$ cat src/rtl/core/macd_pkg.sv
// Shared types, constants and widths of the MACD indicator block.
package macd_pkg;

  // Fixed field widths of the channels.
  localparam int unsigned PRICE_W   = 32;
  localparam int unsigned PERIOD_W  = 8;
  localparam int unsigned CFG_IDX_W = 2;
  localparam int unsigned DIFF_W    = 49;
  localparam int unsigned BAR_W     = 51;

  // Default number of fraction bits carried by the averages.
  localparam int unsigned FRACTION_BITS_DEF = 16;

  // Divisor is period + 1, at most 256, so it needs nine bits.
  localparam int unsigned DIVISOR_W = PERIOD_W + 1;

  // Quotient bits retired by the divider in each cycle.
  localparam int unsigned DIV_BITS = 4;

  // Period registers after reset.
  localparam logic [PERIOD_W-1:0] SHORT_PERIOD_RST  = 8'd12;
  localparam logic [PERIOD_W-1:0] LONG_PERIOD_RST   = 8'd26;
  localparam logic [PERIOD_W-1:0] SIGNAL_PERIOD_RST = 8'd9;

  // Configuration register indexes.
  typedef enum logic [CFG_IDX_W-1:0] {
    CFG_SHORT  = 2'd0,
    CFG_LONG   = 2'd1,
    CFG_SIGNAL = 2'd2
  } macd_cfg_e;

  // Sequencer states.
  typedef enum logic [2:0] {
    ST_IDLE,
    ST_MUL,
    ST_SUM,
    ST_SUB,
    ST_DSTART,
    ST_DWAIT,
    ST_DONE
  } macd_state_e;

  // The average that the shared datapath is working on.
  typedef enum logic [1:0] {
    LANE_FAST,
    LANE_SLOW,
    LANE_SIG
  } macd_lane_e;

  // Stage enables of the numerator unit.
  typedef struct packed {
    logic mul_en;
    logic sum_en;
    logic sub_en;
  } numer_ctl_t;

endpackage

$ cat src/rtl/core/macd_if.sv
// Handshake channel interfaces of the MACD indicator block.
interface macd_in_if import macd_pkg::*; ();
  logic               valid;
  logic               ready;
  logic [PRICE_W-1:0] close_price;
  logic               first_sample;

  modport source (output valid, close_price, first_sample, input ready);
  modport sink (input valid, close_price, first_sample, output ready);
endinterface

interface macd_out_if import macd_pkg::*; ();
  logic                     valid;
  logic                     ready;
  logic signed [DIFF_W-1:0] diff_line;
  logic signed [DIFF_W-1:0] dea_line;
  logic signed [BAR_W-1:0]  macd_bar;

  modport source (output valid, diff_line, dea_line, macd_bar, input ready);
  modport sink (input valid, diff_line, dea_line, macd_bar, output ready);
endinterface

interface macd_cfg_if import macd_pkg::*; ();
  logic                 valid;
  logic                 ready;
  logic [CFG_IDX_W-1:0] index;
  logic [PERIOD_W-1:0]  data;

  modport source (output valid, index, data, input ready);
  modport sink (input valid, index, data, output ready);
endinterface

$ cat src/rtl/core/macd_numer.sv
// Numerator unit: forms |2*x +/- (N-1)*y| and its sign over three stages.
module macd_numer import macd_pkg::*; #(
  parameter int unsigned FRACTION_BITS = FRACTION_BITS_DEF
) (
  input  logic                                  clk_i,
  input  numer_ctl_t                            ctl_i,
  input  logic [PRICE_W+FRACTION_BITS-1:0]      x_mag_i,
  input  logic                                  x_neg_i,
  input  logic [PRICE_W+FRACTION_BITS-1:0]      y_mag_i,
  input  logic                                  y_neg_i,
  input  logic [PERIOD_W-1:0]                   scale_i,
  output logic [PRICE_W+FRACTION_BITS+PERIOD_W-1:0] num_o,
  output logic                                  neg_o
);

  localparam int unsigned MAG_W = PRICE_W + FRACTION_BITS;
  localparam int unsigned NUM_W = MAG_W + PERIOD_W;

  logic [NUM_W-1:0] prod_q;
  logic [NUM_W-1:0] pos_q;
  logic [NUM_W-1:0] neg_q;
  logic [NUM_W-1:0] num_q;
  logic             sign_q;
  logic [NUM_W-1:0] tx;
  logic [NUM_W-1:0] pos_d;
  logic [NUM_W-1:0] neg_d;

  // Twice the new sample, and the positive and negative partial sums.
  always_comb begin
    tx    = NUM_W'({x_mag_i, 1'b0});
    pos_d = (x_neg_i ? '0 : tx) + (y_neg_i ? '0 : prod_q);
    neg_d = (x_neg_i ? tx : '0) + (y_neg_i ? prod_q : '0);
  end

  // Multiply, sum and magnitude stages, one per sequencer step.
  always_ff @(posedge clk_i) begin
    if (ctl_i.mul_en) begin
      prod_q <= scale_i * y_mag_i;
    end
    if (ctl_i.sum_en) begin
      pos_q <= pos_d;
      neg_q <= neg_d;
    end
    if (ctl_i.sub_en) begin
      if (pos_q >= neg_q) begin
        num_q  <= pos_q - neg_q;
        sign_q <= 1'b0;
      end else begin
        num_q  <= neg_q - pos_q;
        sign_q <= 1'b1;
      end
    end
  end

  assign num_o = num_q;
  assign neg_o = sign_q;

endmodule

$ cat src/rtl/core/macd_div.sv
// Iterative restoring divider that retires DIV_BITS quotient bits per cycle.
module macd_div import macd_pkg::*; #(
  parameter int unsigned NUM_W = PRICE_W + FRACTION_BITS_DEF + PERIOD_W
) (
  input  logic                 clk_i,
  input  logic                 rst_ni,
  input  logic                 start_i,
  input  logic [NUM_W-1:0]     dividend_i,
  input  logic [DIVISOR_W-1:0] divisor_i,
  output logic [NUM_W-1:0]     quot_o,
  output logic                 done_o
);

  localparam int unsigned STEPS = (NUM_W + DIV_BITS - 1) / DIV_BITS;
  localparam int unsigned PAD_W = STEPS * DIV_BITS;
  localparam int unsigned CNT_W = $clog2(STEPS);
  localparam int unsigned REM_W = DIVISOR_W - 1;

  logic [PAD_W-1:0] shift_q, shift_d;
  logic [REM_W-1:0] rem_q, rem_d;
  logic [CNT_W-1:0] cnt_q;
  logic             busy_q;
  logic             done_q;

  // Several shift and subtract steps on the narrow remainder.
  always_comb begin
    logic [REM_W-1:0] r;
    logic [PAD_W-1:0] s;
    logic [REM_W:0]   t;
    r = rem_q;
    s = shift_q;
    for (int i = 0; i < DIV_BITS; i++) begin
      t = {r, s[PAD_W-1]};
      s = {s[PAD_W-2:0], 1'b0};
      if (t >= divisor_i) begin
        r    = REM_W'(t - divisor_i);
        s[0] = 1'b1;
      end else begin
        r = t[REM_W-1:0];
      end
    end
    rem_d   = r;
    shift_d = s;
  end

  // Control: step counter, busy flag and a one-cycle done pulse.
  always_ff @(posedge clk_i or negedge rst_ni) begin
    if (!rst_ni) begin
      busy_q <= 1'b0;
      done_q <= 1'b0;
      cnt_q  <= '0;
    end else begin
      done_q <= 1'b0;
      if (start_i) begin
        busy_q <= 1'b1;
        cnt_q  <= CNT_W'(STEPS - 1);
      end else if (busy_q) begin
        cnt_q <= cnt_q - 1'b1;
        if (cnt_q == '0) begin
          busy_q <= 1'b0;
          done_q <= 1'b1;
        end
      end
    end
  end

  // Datapath: dividend shifts out on top while quotient bits enter below.
  always_ff @(posedge clk_i) begin
    if (start_i) begin
      shift_q <= PAD_W'(dividend_i);
      rem_q   <= '0;
    end else if (busy_q) begin
      shift_q <= shift_d;
      rem_q   <= rem_d;
    end
  end

  assign quot_o = shift_q[NUM_W-1:0];
  assign done_o = done_q;

`ifndef SYNTHESIS
  assert property (@(posedge clk_i) disable iff (!rst_ni) start_i |-> !busy_q)
    else $error("divider started while busy");
  assert property (@(posedge clk_i) disable iff (!rst_ni)
    busy_q && (cnt_q == '0) |=> done_q && !busy_q)
    else $error("divider did not finish after its last step");
  assert property (@(posedge clk_i) disable iff (!rst_ni)
    done_q |-> ({1'b0, rem_q} < divisor_i))
    else $error("divider remainder not below divisor");
`endif

endmodule

$ cat src/rtl/core/macd_indicator.sv
// Top level of the MACD indicator: sequencer, averages and result register.
//
// One closing price per transaction updates a fast and a slow exponential
// average of the price and an average of their difference, each of period N
// computed as (2*x + (N-1)*y) / (N+1) with truncation, and returns DIFF, DEA
// and the bar 2*(DIFF-DEA) with FRACTION_BITS fraction bits. The three
// updates run one after another through one multiplier, one add/subtract
// stage and one iterative divider that retires four quotient bits a cycle.
// A normal item keeps the input busy until its three updates are done; an
// item that seeds the averages (first_sample set, or the first after
// reset) skips them and goes straight to the result. The result register
// lets the next item be accepted while a result still waits; a finished
// item waits only if that register is still full. Configuration
// transactions are accepted only while the block is idle and no input
// transaction is offered; they take effect on the next item and do not
// reseed the averages.
module macd_indicator import macd_pkg::*; #(
  parameter int unsigned FRACTION_BITS = FRACTION_BITS_DEF
) (
  input  logic       clk_i,
  input  logic       rst_ni,
  macd_cfg_if.sink   cfg_i,
  macd_in_if.sink    in_i,
  macd_out_if.source out_o
);

  localparam int unsigned MAG_W  = PRICE_W + FRACTION_BITS;
  localparam int unsigned AVG_W  = MAG_W + 1;
  localparam int unsigned NUM_W  = MAG_W + PERIOD_W;
  localparam int unsigned BDIF_W = AVG_W + 1;
  localparam int unsigned BAR2_W = AVG_W + 2;

  macd_state_e state_q, state_d;
  macd_lane_e  lane_q;
  logic        seeded_q;

  logic [PERIOD_W-1:0] short_q, long_q, signal_q;

  logic [MAG_W-1:0]        x_q;
  logic [MAG_W-1:0]        fast_q;
  logic [MAG_W-1:0]        slow_q;
  logic signed [AVG_W-1:0] sig_q;

  logic                     out_valid_q;
  logic signed [DIFF_W-1:0] diff_out_q, dea_out_q;
  logic signed [BAR_W-1:0]  bar_out_q;

  logic                 in_ready;
  logic                 in_accept;
  logic                 seed_now;
  logic                 out_load;
  numer_ctl_t           numer_ctl;
  logic                 div_start;
  logic                 div_done;
  logic [NUM_W-1:0]     div_quot;
  logic [NUM_W-1:0]     num;
  logic                 num_neg;

  logic [PERIOD_W-1:0]  period;
  logic [PERIOD_W-1:0]  scale;
  logic [DIVISOR_W-1:0] divisor;
  logic [MAG_W-1:0]     x_mag, y_mag;
  logic                 x_neg, y_neg;

  logic signed [AVG_W-1:0]  diff_s;
  logic signed [BDIF_W-1:0] bar_s;
  logic signed [BAR2_W-1:0] bar2_s;
  logic [MAG_W-1:0]         quot_mag;
  logic signed [AVG_W-1:0]  sig_new;

  // Configuration registers; a transaction is taken only between items.
  assign cfg_i.ready = (state_q == ST_IDLE) && !in_i.valid;

  always_ff @(posedge clk_i or negedge rst_ni) begin
    if (!rst_ni) begin
      short_q  <= SHORT_PERIOD_RST;
      long_q   <= LONG_PERIOD_RST;
      signal_q <= SIGNAL_PERIOD_RST;
    end else if (cfg_i.valid && cfg_i.ready) begin
      case (macd_cfg_e'(cfg_i.index))
        CFG_SHORT:  short_q  <= cfg_i.data;
        CFG_LONG:   long_q   <= cfg_i.data;
        CFG_SIGNAL: signal_q <= cfg_i.data;
        default: ;
      endcase
    end
  end

  assign in_accept = in_i.valid && in_ready;
  assign seed_now  = in_i.first_sample || !seeded_q;
  assign out_load  = (state_q == ST_DONE) && (!out_valid_q || out_o.ready);

  // Difference line and bar from the current averages.
  assign diff_s = $signed({1'b0, fast_q}) - $signed({1'b0, slow_q});
  assign bar_s  = BDIF_W'(diff_s) - BDIF_W'(sig_q);
  assign bar2_s = $signed({bar_s, 1'b0});

  // Operands of the shared datapath for the average being updated.
  always_comb begin
    case (lane_q)
      LANE_FAST: begin
        period = short_q;
        x_mag  = x_q;
        x_neg  = 1'b0;
        y_mag  = fast_q;
        y_neg  = 1'b0;
      end
      LANE_SLOW: begin
        period = long_q;
        x_mag  = x_q;
        x_neg  = 1'b0;
        y_mag  = slow_q;
        y_neg  = 1'b0;
      end
      LANE_SIG: begin
        period = signal_q;
        x_neg  = diff_s[AVG_W-1];
        x_mag  = MAG_W'(x_neg ? -diff_s : diff_s);
        y_neg  = sig_q[AVG_W-1];
        y_mag  = MAG_W'(y_neg ? -sig_q : sig_q);
      end
      default: begin
        period = '0;
        x_mag  = '0;
        x_neg  = 1'b0;
        y_mag  = '0;
        y_neg  = 1'b0;
      end
    endcase
  end

  // A period of zero behaves as a period of one.
  always_comb begin
    if (period == '0) begin
      scale   = '0;
      divisor = DIVISOR_W'(2);
    end else begin
      scale   = period - 1'b1;
      divisor = DIVISOR_W'(period) + 1'b1;
    end
  end

  // Signed result of the division for the signal average.
  assign quot_mag = div_quot[MAG_W-1:0];
  assign sig_new  = num_neg ? -$signed({1'b0, quot_mag}) : $signed({1'b0, quot_mag});

  // Next state.
  always_comb begin
    state_d = state_q;
    case (state_q)
      ST_IDLE: begin
        if (in_i.valid) begin
          state_d = seed_now ? ST_DONE : ST_MUL;
        end
      end
      ST_MUL:    state_d = ST_SUM;
      ST_SUM:    state_d = ST_SUB;
      ST_SUB:    state_d = ST_DSTART;
      ST_DSTART: state_d = ST_DWAIT;
      ST_DWAIT: begin
        if (div_done) begin
          state_d = (lane_q == LANE_SIG) ? ST_DONE : ST_MUL;
        end
      end
      ST_DONE: begin
        if (!out_valid_q || out_o.ready) begin
          state_d = ST_IDLE;
        end
      end
      default: state_d = ST_IDLE;
    endcase
  end

  // Sequencer outputs.
  always_comb begin
    in_ready  = 1'b0;
    numer_ctl = '0;
    div_start = 1'b0;
    case (state_q)
      ST_IDLE:   in_ready = 1'b1;
      ST_MUL:    numer_ctl.mul_en = 1'b1;
      ST_SUM:    numer_ctl.sum_en = 1'b1;
      ST_SUB:    numer_ctl.sub_en = 1'b1;
      ST_DSTART: div_start = 1'b1;
      default: ;
    endcase
  end

  assign in_i.ready = in_ready;

  // Control state: sequencer, lane and seed flag.
  always_ff @(posedge clk_i or negedge rst_ni) begin
    if (!rst_ni) begin
      state_q  <= ST_IDLE;
      lane_q   <= LANE_FAST;
      seeded_q <= 1'b0;
    end else begin
      state_q <= state_d;
      if (in_accept) begin
        lane_q   <= LANE_FAST;
        seeded_q <= 1'b1;
      end else if ((state_q == ST_DWAIT) && div_done) begin
        case (lane_q)
          LANE_FAST: lane_q <= LANE_SLOW;
          LANE_SLOW: lane_q <= LANE_SIG;
          default:   lane_q <= LANE_FAST;
        endcase
      end
    end
  end

  // Averages: seeded on the accepting edge, updated as each division ends.
  always_ff @(posedge clk_i) begin
    if (in_accept) begin
      x_q <= {in_i.close_price, {FRACTION_BITS{1'b0}}};
      if (seed_now) begin
        fast_q <= {in_i.close_price, {FRACTION_BITS{1'b0}}};
        slow_q <= {in_i.close_price, {FRACTION_BITS{1'b0}}};
        sig_q  <= '0;
      end
    end else if ((state_q == ST_DWAIT) && div_done) begin
      case (lane_q)
        LANE_FAST: fast_q <= quot_mag;
        LANE_SLOW: slow_q <= quot_mag;
        LANE_SIG:  sig_q  <= sig_new;
        default: ;
      endcase
    end
  end

  // Result register.
  always_ff @(posedge clk_i or negedge rst_ni) begin
    if (!rst_ni) begin
      out_valid_q <= 1'b0;
    end else if (out_load) begin
      out_valid_q <= 1'b1;
    end else if (out_o.ready) begin
      out_valid_q <= 1'b0;
    end
  end

  always_ff @(posedge clk_i) begin
    if (out_load) begin
      diff_out_q <= DIFF_W'(diff_s);
      dea_out_q  <= DIFF_W'(sig_q);
      bar_out_q  <= BAR_W'(bar2_s);
    end
  end

  assign out_o.valid     = out_valid_q;
  assign out_o.diff_line = diff_out_q;
  assign out_o.dea_line  = dea_out_q;
  assign out_o.macd_bar  = bar_out_q;

  // Shared numerator unit.
  macd_numer #(
    .FRACTION_BITS(FRACTION_BITS)
  ) u_numer (
    .clk_i   (clk_i),
    .ctl_i   (numer_ctl),
    .x_mag_i (x_mag),
    .x_neg_i (x_neg),
    .y_mag_i (y_mag),
    .y_neg_i (y_neg),
    .scale_i (scale),
    .num_o   (num),
    .neg_o   (num_neg)
  );

  // Shared divider.
  macd_div #(
    .NUM_W(NUM_W)
  ) u_div (
    .clk_i      (clk_i),
    .rst_ni     (rst_ni),
    .start_i    (div_start),
    .dividend_i (num),
    .divisor_i  (divisor),
    .quot_o     (div_quot),
    .done_o     (div_done)
  );

`ifndef SYNTHESIS
  assert property (@(posedge clk_i) disable iff (!rst_ni) in_accept |=> !in_i.ready)
    else $error("input taken again right after a transaction");
  assert property (@(posedge clk_i) disable iff (!rst_ni) !$fell(seeded_q))
    else $error("seed flag cleared outside reset");
  assert property (@(posedge clk_i) disable iff (!rst_ni)
    $rose(out_valid_q) |-> ($past(state_q) == ST_DONE))
    else $error("result loaded outside the done state");
  assert property (@(posedge clk_i) disable iff (!rst_ni)
    (state_q == ST_DWAIT) && div_done && (lane_q == LANE_SIG) |=> (state_q == ST_DONE))
    else $error("sequencer skipped the result after the last average");
`endif

endmodule
$ cat src/flat_wrapper.sv
// flat-port wrapper written by rule: the top's interface ports become plain ports
module macd_indicator_flat import macd_pkg::*;
#(
  parameter int unsigned FRACTION_BITS = FRACTION_BITS_DEF
)
  (clk_i, rst_ni, cfg_i_valid, cfg_i_index, cfg_i_data, cfg_i_ready, in_i_valid, in_i_close_price, in_i_first_sample, in_i_ready, out_o_valid, out_o_diff_line, out_o_dea_line, out_o_macd_bar, out_o_ready);
  macd_cfg_if cfg_i_i ();
  macd_in_if in_i_i ();
  macd_out_if out_o_i ();
  input  logic clk_i;
  input  logic rst_ni;
  input wire logic [$bits(cfg_i_i.valid)-1:0] cfg_i_valid;
  input wire logic [$bits(cfg_i_i.index)-1:0] cfg_i_index;
  input wire logic [$bits(cfg_i_i.data)-1:0] cfg_i_data;
  output wire logic [$bits(cfg_i_i.ready)-1:0] cfg_i_ready;
  input wire logic [$bits(in_i_i.valid)-1:0] in_i_valid;
  input wire logic [$bits(in_i_i.close_price)-1:0] in_i_close_price;
  input wire logic [$bits(in_i_i.first_sample)-1:0] in_i_first_sample;
  output wire logic [$bits(in_i_i.ready)-1:0] in_i_ready;
  output wire logic [$bits(out_o_i.valid)-1:0] out_o_valid;
  output wire logic [$bits(out_o_i.diff_line)-1:0] out_o_diff_line;
  output wire logic [$bits(out_o_i.dea_line)-1:0] out_o_dea_line;
  output wire logic [$bits(out_o_i.macd_bar)-1:0] out_o_macd_bar;
  input wire logic [$bits(out_o_i.ready)-1:0] out_o_ready;
  assign cfg_i_i.valid = cfg_i_valid;
  assign cfg_i_i.index = cfg_i_index;
  assign cfg_i_i.data = cfg_i_data;
  assign cfg_i_ready = cfg_i_i.ready;
  assign in_i_i.valid = in_i_valid;
  assign in_i_i.close_price = in_i_close_price;
  assign in_i_i.first_sample = in_i_first_sample;
  assign in_i_ready = in_i_i.ready;
  assign out_o_valid = out_o_i.valid;
  assign out_o_diff_line = out_o_i.diff_line;
  assign out_o_dea_line = out_o_i.dea_line;
  assign out_o_macd_bar = out_o_i.macd_bar;
  assign out_o_i.ready = out_o_ready;
  macd_indicator #(.FRACTION_BITS(FRACTION_BITS)) u_core (.clk_i(clk_i), .rst_ni(rst_ni), .cfg_i(cfg_i_i), .in_i(in_i_i), .out_o(out_o_i));
endmodule
$ cat config.mk
export PLATFORM = sky130hd
export DESIGN_NAME = macd_indicator_flat
export DESIGN_NICKNAME = d
export VERILOG_FILES = /design/src/rtl/core/macd_pkg.sv /design/src/rtl/core/macd_if.sv /design/src/rtl/core/macd_numer.sv /design/src/rtl/core/macd_div.sv /design/src/rtl/core/macd_indicator.sv /design/src/flat_wrapper.sv
export SDC_FILE = /design/constraint.sdc
export NUM_CORES = 2
export LEC_CHECK = 0
export ABC_AREA = 1
export BUFFER_PORTS_ARGS = -buffer_cell sky130_fd_sc_hd__buf_4
export CORE_MARGIN = 5
export CORE_UTILIZATION = 50
export CTS_BUF_LIST = sky130_fd_sc_hd__clkbuf_4 sky130_fd_sc_hd__clkbuf_8
export CTS_CLUSTER_DIAMETER = 50
export DETAILED_ROUTE_END_ITERATION = 8
export MAX_ROUTING_LAYER = met4
export PLACE_DENSITY_LB_ADDON = 0.05
export REMOVE_ABC_BUFFERS = 1
export SLEW_MARGIN = 0
export SYNTH_ARGS = -nofsm -noshare
export SYNTH_HDL_FRONTEND = slang
export SYNTH_HIERARCHICAL = 1
export SYNTH_SLANG_ARGS = --single-unit
$ cat constraint.sdc
create_clock -name clk_i -period 13.4 [get_ports clk_i]
set_input_delay 2.01 -clock clk_i [delete_from_list [all_inputs] [get_ports clk_i]]
set_output_delay 2.01 -clock clk_i [all_outputs]
set_load 0.03 [all_outputs]
==> results.ini <==
[clock_network]
ctsResizeCount = 0
clk_pin_slew_worst_paths_ns = 0.07
cts_sinks = 651
h-tree-depth = 3
cts_tree = done
clk_path_buf_depth = 3
ctsHoldBuffers = 0
root_buffer = clkbuf_8
post_cts_buffers = 0
insertion_delay_ns = 0.95
cts_buffers = 118

[grt]
met3_usage_pct = 11.0
busiest_layer = met2
grt_pass1_vias = 67424
grt_usage_pct = 40.9
gr-usage-met2_pct = 60.8
met1_usage_pct = 49.9
grt_max_degree = 85
overflow = 0
antenna_found_initial = 13
grt_pass1_wl_um = 432000

[setup_path]
r2r_cells = 48
arrival_ns = 10.61
crit_fanout = 54
reg2reg_from = u_core/lane_q[0]
max_stage_delay_ns = 0.82
critical_path_buf_inv_count = 9
startpoint_type = register
crit_required_ns = 14.01
critPathKind = register to register
rr_endpoint = u_core/u_div/quot_o[0]
critPathTopFamily = simple AND/OR/NAND/NOR gates
reg2reg_slack_ns = 3.40
worst_setup_path_end_kind = register
cpMostUsedCell = nand2_1
cpMaxStageDelayCell = nor2_1

[sta]
fin_tns_setup_ns = 0
slew_violations = 0
whs_ns = 0.456
max_freq_mhz = 100
fin_skew_ns = 0.120
maxSlewHeadroom_pct = 6.19
worstMarginPinSlew_ns = 1.41
period_needed_ns = 10.00
finalHoldViolations = 0
finalSetupViolCount = 0
finalCritPeriodShare_pct = 74.6
rsz0062_at_grt = no

[layout]
final_cell_area_um2 = 75700
fin_nets = 11375
drive_gt1_share_pct = 6.36
fin_util_pct = 54.5
syn_to_final_growth_pct = 8.59

[place]
gp_congestion = 1.11
io_buffers = 198
place_area_um2 = 73100
dp_hpwl_um = 250000

[floorplan]
start_util_pct = 50.2
core_area_um2 = 139000
fp.dieArea_um2 = 147000
rows = 137
die_y_um = 383
num_io_pins = 200
die_x_um = 383

[run_status]
outcome = completed

[synthesis]
ys_async_sr_fraction_pct = 5.68
yosys_warnings = 6
ys_seq_area_share_pct = 27.7
ys_dominant_reg_cell = edfxtp_1
avgSynthCellArea_um2 = 6.66
synth_cells = 10466
synth-seq-cells = 651
ys_types = 67
syn-cell-area_um2 = 69700
synth_edf_count = 606

[route]
ant_nets = 0
num_vias = 70788
wirelength_um = 298000
drtPass1Iterations = 6
wl_per_cell_um = 23.7
drcViolationCount = 0
drtIter0Drc = 8881
drt-vias-per-instance = 5.61

[worst_hold_path]
hp-start = u_core/u_numer/num_o[7]
min_to = u_core/u_div/quot_o[7]
hp-class = register to register
min_path_cells = 2

[job]
maxCapViolations = 0

[worst reg2reg max path: cells and delay by family (launching register included)]
family	cells	cell delay, ns
adders and majority gates	5	1.59
and+or+nand+nor	26	4.58
buffers and inverters	9	1.70
xor gates and xnor gates	1	0.15
DFF	1	0.50
AOI/OAI and AO/OA	7	1.20
[how the worst max path moves through the flow]
| stage | end | slack [ns] | startpoint | cells after the start |
|---|---|---|---|---|
| final | u_core/u_div/quot_o[0] | 3.40 | u_core/lane_q[0] | 48 |
| after global routing | u_core/u_div/quot_o[0] | 2.44 | u_core/lane_q[0] | 49 |
| after CTS | u_core/u_div/quot_o[0] | 3.42 | u_core/lane_q[0] | 48 |
| after detailed placement | u_core/u_div/quot_o[0] | 3.46 | u_core/lane_q[0] | 47 |
| after global placement | u_core/u_div/quot_o[0] | 3.49 | u_core/lane_q[0] | 48 |
| after floorplan | u_core/u_div/quot_o[0] | 1.47 | u_core/lane_q[1] | 47 |
[sequential cells by signal (all words and copies together), names as in the netlist, 32 cells and up]
name                    count
u_core/out_o.dea_line      49
u_core/u_numer/neg_q       56
u_core/x_q                 32
u_core/out_o.macd_bar      50
u_core/sig_q               49
u_core/u_numer/prod_q      56
u_core/u_div/quot_o        56
u_core/slow_q              48
u_core/u_numer/pos_q       56
u_core/out_o.diff_line     49
u_core/u_numer/num_o       56
u_core/fast_q              48
[placed cells by master, fill, tap and decap left out, types with 9 or more instances in the layout]
master / synthesis / routed
nand2_1: 3513 / 3513
inv_1: 2189 / 2188
nor2_1: 899 / 887
edfxtp_1: 606 / 606
a21oi_1: 501 / 498
nand3_1: 489 / 489
ha_1: 422 / 422
o21ai_0: 327 / 323
fa_1: 286 / 286
buf_4: 12 / 259
xor2_1: 193 / 193
nand4_1: 134 / 134
clkbuf_8: 0 / 120
nor3_1: 94 / 90
xnor2_1: 54 / 54
nand2_2: 51 / 51
o21bai_1: 39 / 39
inv_2: 34 / 36
nor2_4: 20 / 32
o211ai_1: 30 / 30
dfrtp_1: 30 / 30
nor2_2: 29 / 29
nand3_2: 30 / 29
a31oi_1: 28 / 28
clkbuf_4: 0 / 27
clkinv_1: 11 / 25
o21ai_1: 23 / 25
diode_2: 0 / 23
clkinv_2: 0 / 22
o21a_1: 21 / 21
o221ai_1: 22 / 21
a21boi_0: 18 / 18
nor4_1: 17 / 17
a21o_1: 14 / 14
nor3_2: 8 / 12
o31ai_1: 11 / 11
and3_1: 11 / 11
and2_1: 9 / 9
[synthesized netlist by cell type, types with 6 or more instances]
cell,n,area [um^2]
dfrtp_1,30,751
buf_2,34,170
nor4_1,17,106
nand2_1,3513,13200
o21bai_1,39,293
fa_1,286,5730
edfxtp_1,606,18200
a21o_1,14,105
nand4_1,134,838
buf_6,7,78.8
nand3_1,489,2450
o221ai_1,22,193
clkinv_1,11,41.3
and2_1,9,56.3
o31ai_1,11,82.6
nand2_2,51,319
nor3_2,8,80.1
buf_4,12,90.1
nor3_1,94,470
nor2_4,20,225
o21ai_1,23,115
buf_1,20,75.1
o22ai_1,8,50.1
dfstp_2,7,184
xor2_1,193,1690
a21oi_1,501,2510
and3_1,11,68.8
dfxtp_1,8,160
nand3_2,30,300
o21a_1,21,158
clkbuf_2,50,250
o211ai_1,30,225
clkbuf_1,102,383
nor2_1,899,3370
a21boi_0,18,135
nor2_2,29,181
inv_2,34,128
nand3b_1,6,45.0
a32oi_1,6,52.6
ha_1,422,5280
xnor2_1,54,473
inv_1,2189,8220
a31oi_1,28,175
o21ai_0,327,1640
[cell families (layout without fill, tap and decap cells)]
group	after synthesis	after routing	synth area share, %
flip-flops	651	651	27.7
AO/OA/AOI/OAI	1069	1069	8.48
AND/OR/NAND/NOR	5329	5329	31.4
adder cells (fa/ha/maj)	708	708	15.8
XOR/XNOR	247	247	3.10
other	1	24	0.00538
buffers and inverters	2461	2707	13.6
[per-stage QoR]
stage	std cells	setup slack [ns]
after floorplan	10240	1.47
after global placement	12375	3.49
after detailed placement	12375	3.46
after CTS	12588	3.42
after global routing	12605	2.44
final	12611	3.40
[routing by layer]
metal | vias to the layer above | part of all wire, %
met4 | 0 | 7.7
met2 | 4250 | 43
met5 | - | 0
met3 | 984 | 12
li1 | 32721 | -
met1 | 32833 | 38
[cell type report]
cell class | instances | area, um^2
diodes | 23 | 57.6
clock buffers | 147 | 1850
clock inverters | 66 | 673
fillers | 13791 | 63300
inverters | 2235 | 8390
multi-input cells | 7354 | 41200
flip-flops and latches | 651 | 19300
well taps | 1876 | 2350
repair buffers | 259 | 1940
Power is not shown: default switching activity piles up to over one toggle a cycle in this logic, so the estimate is an artifact.
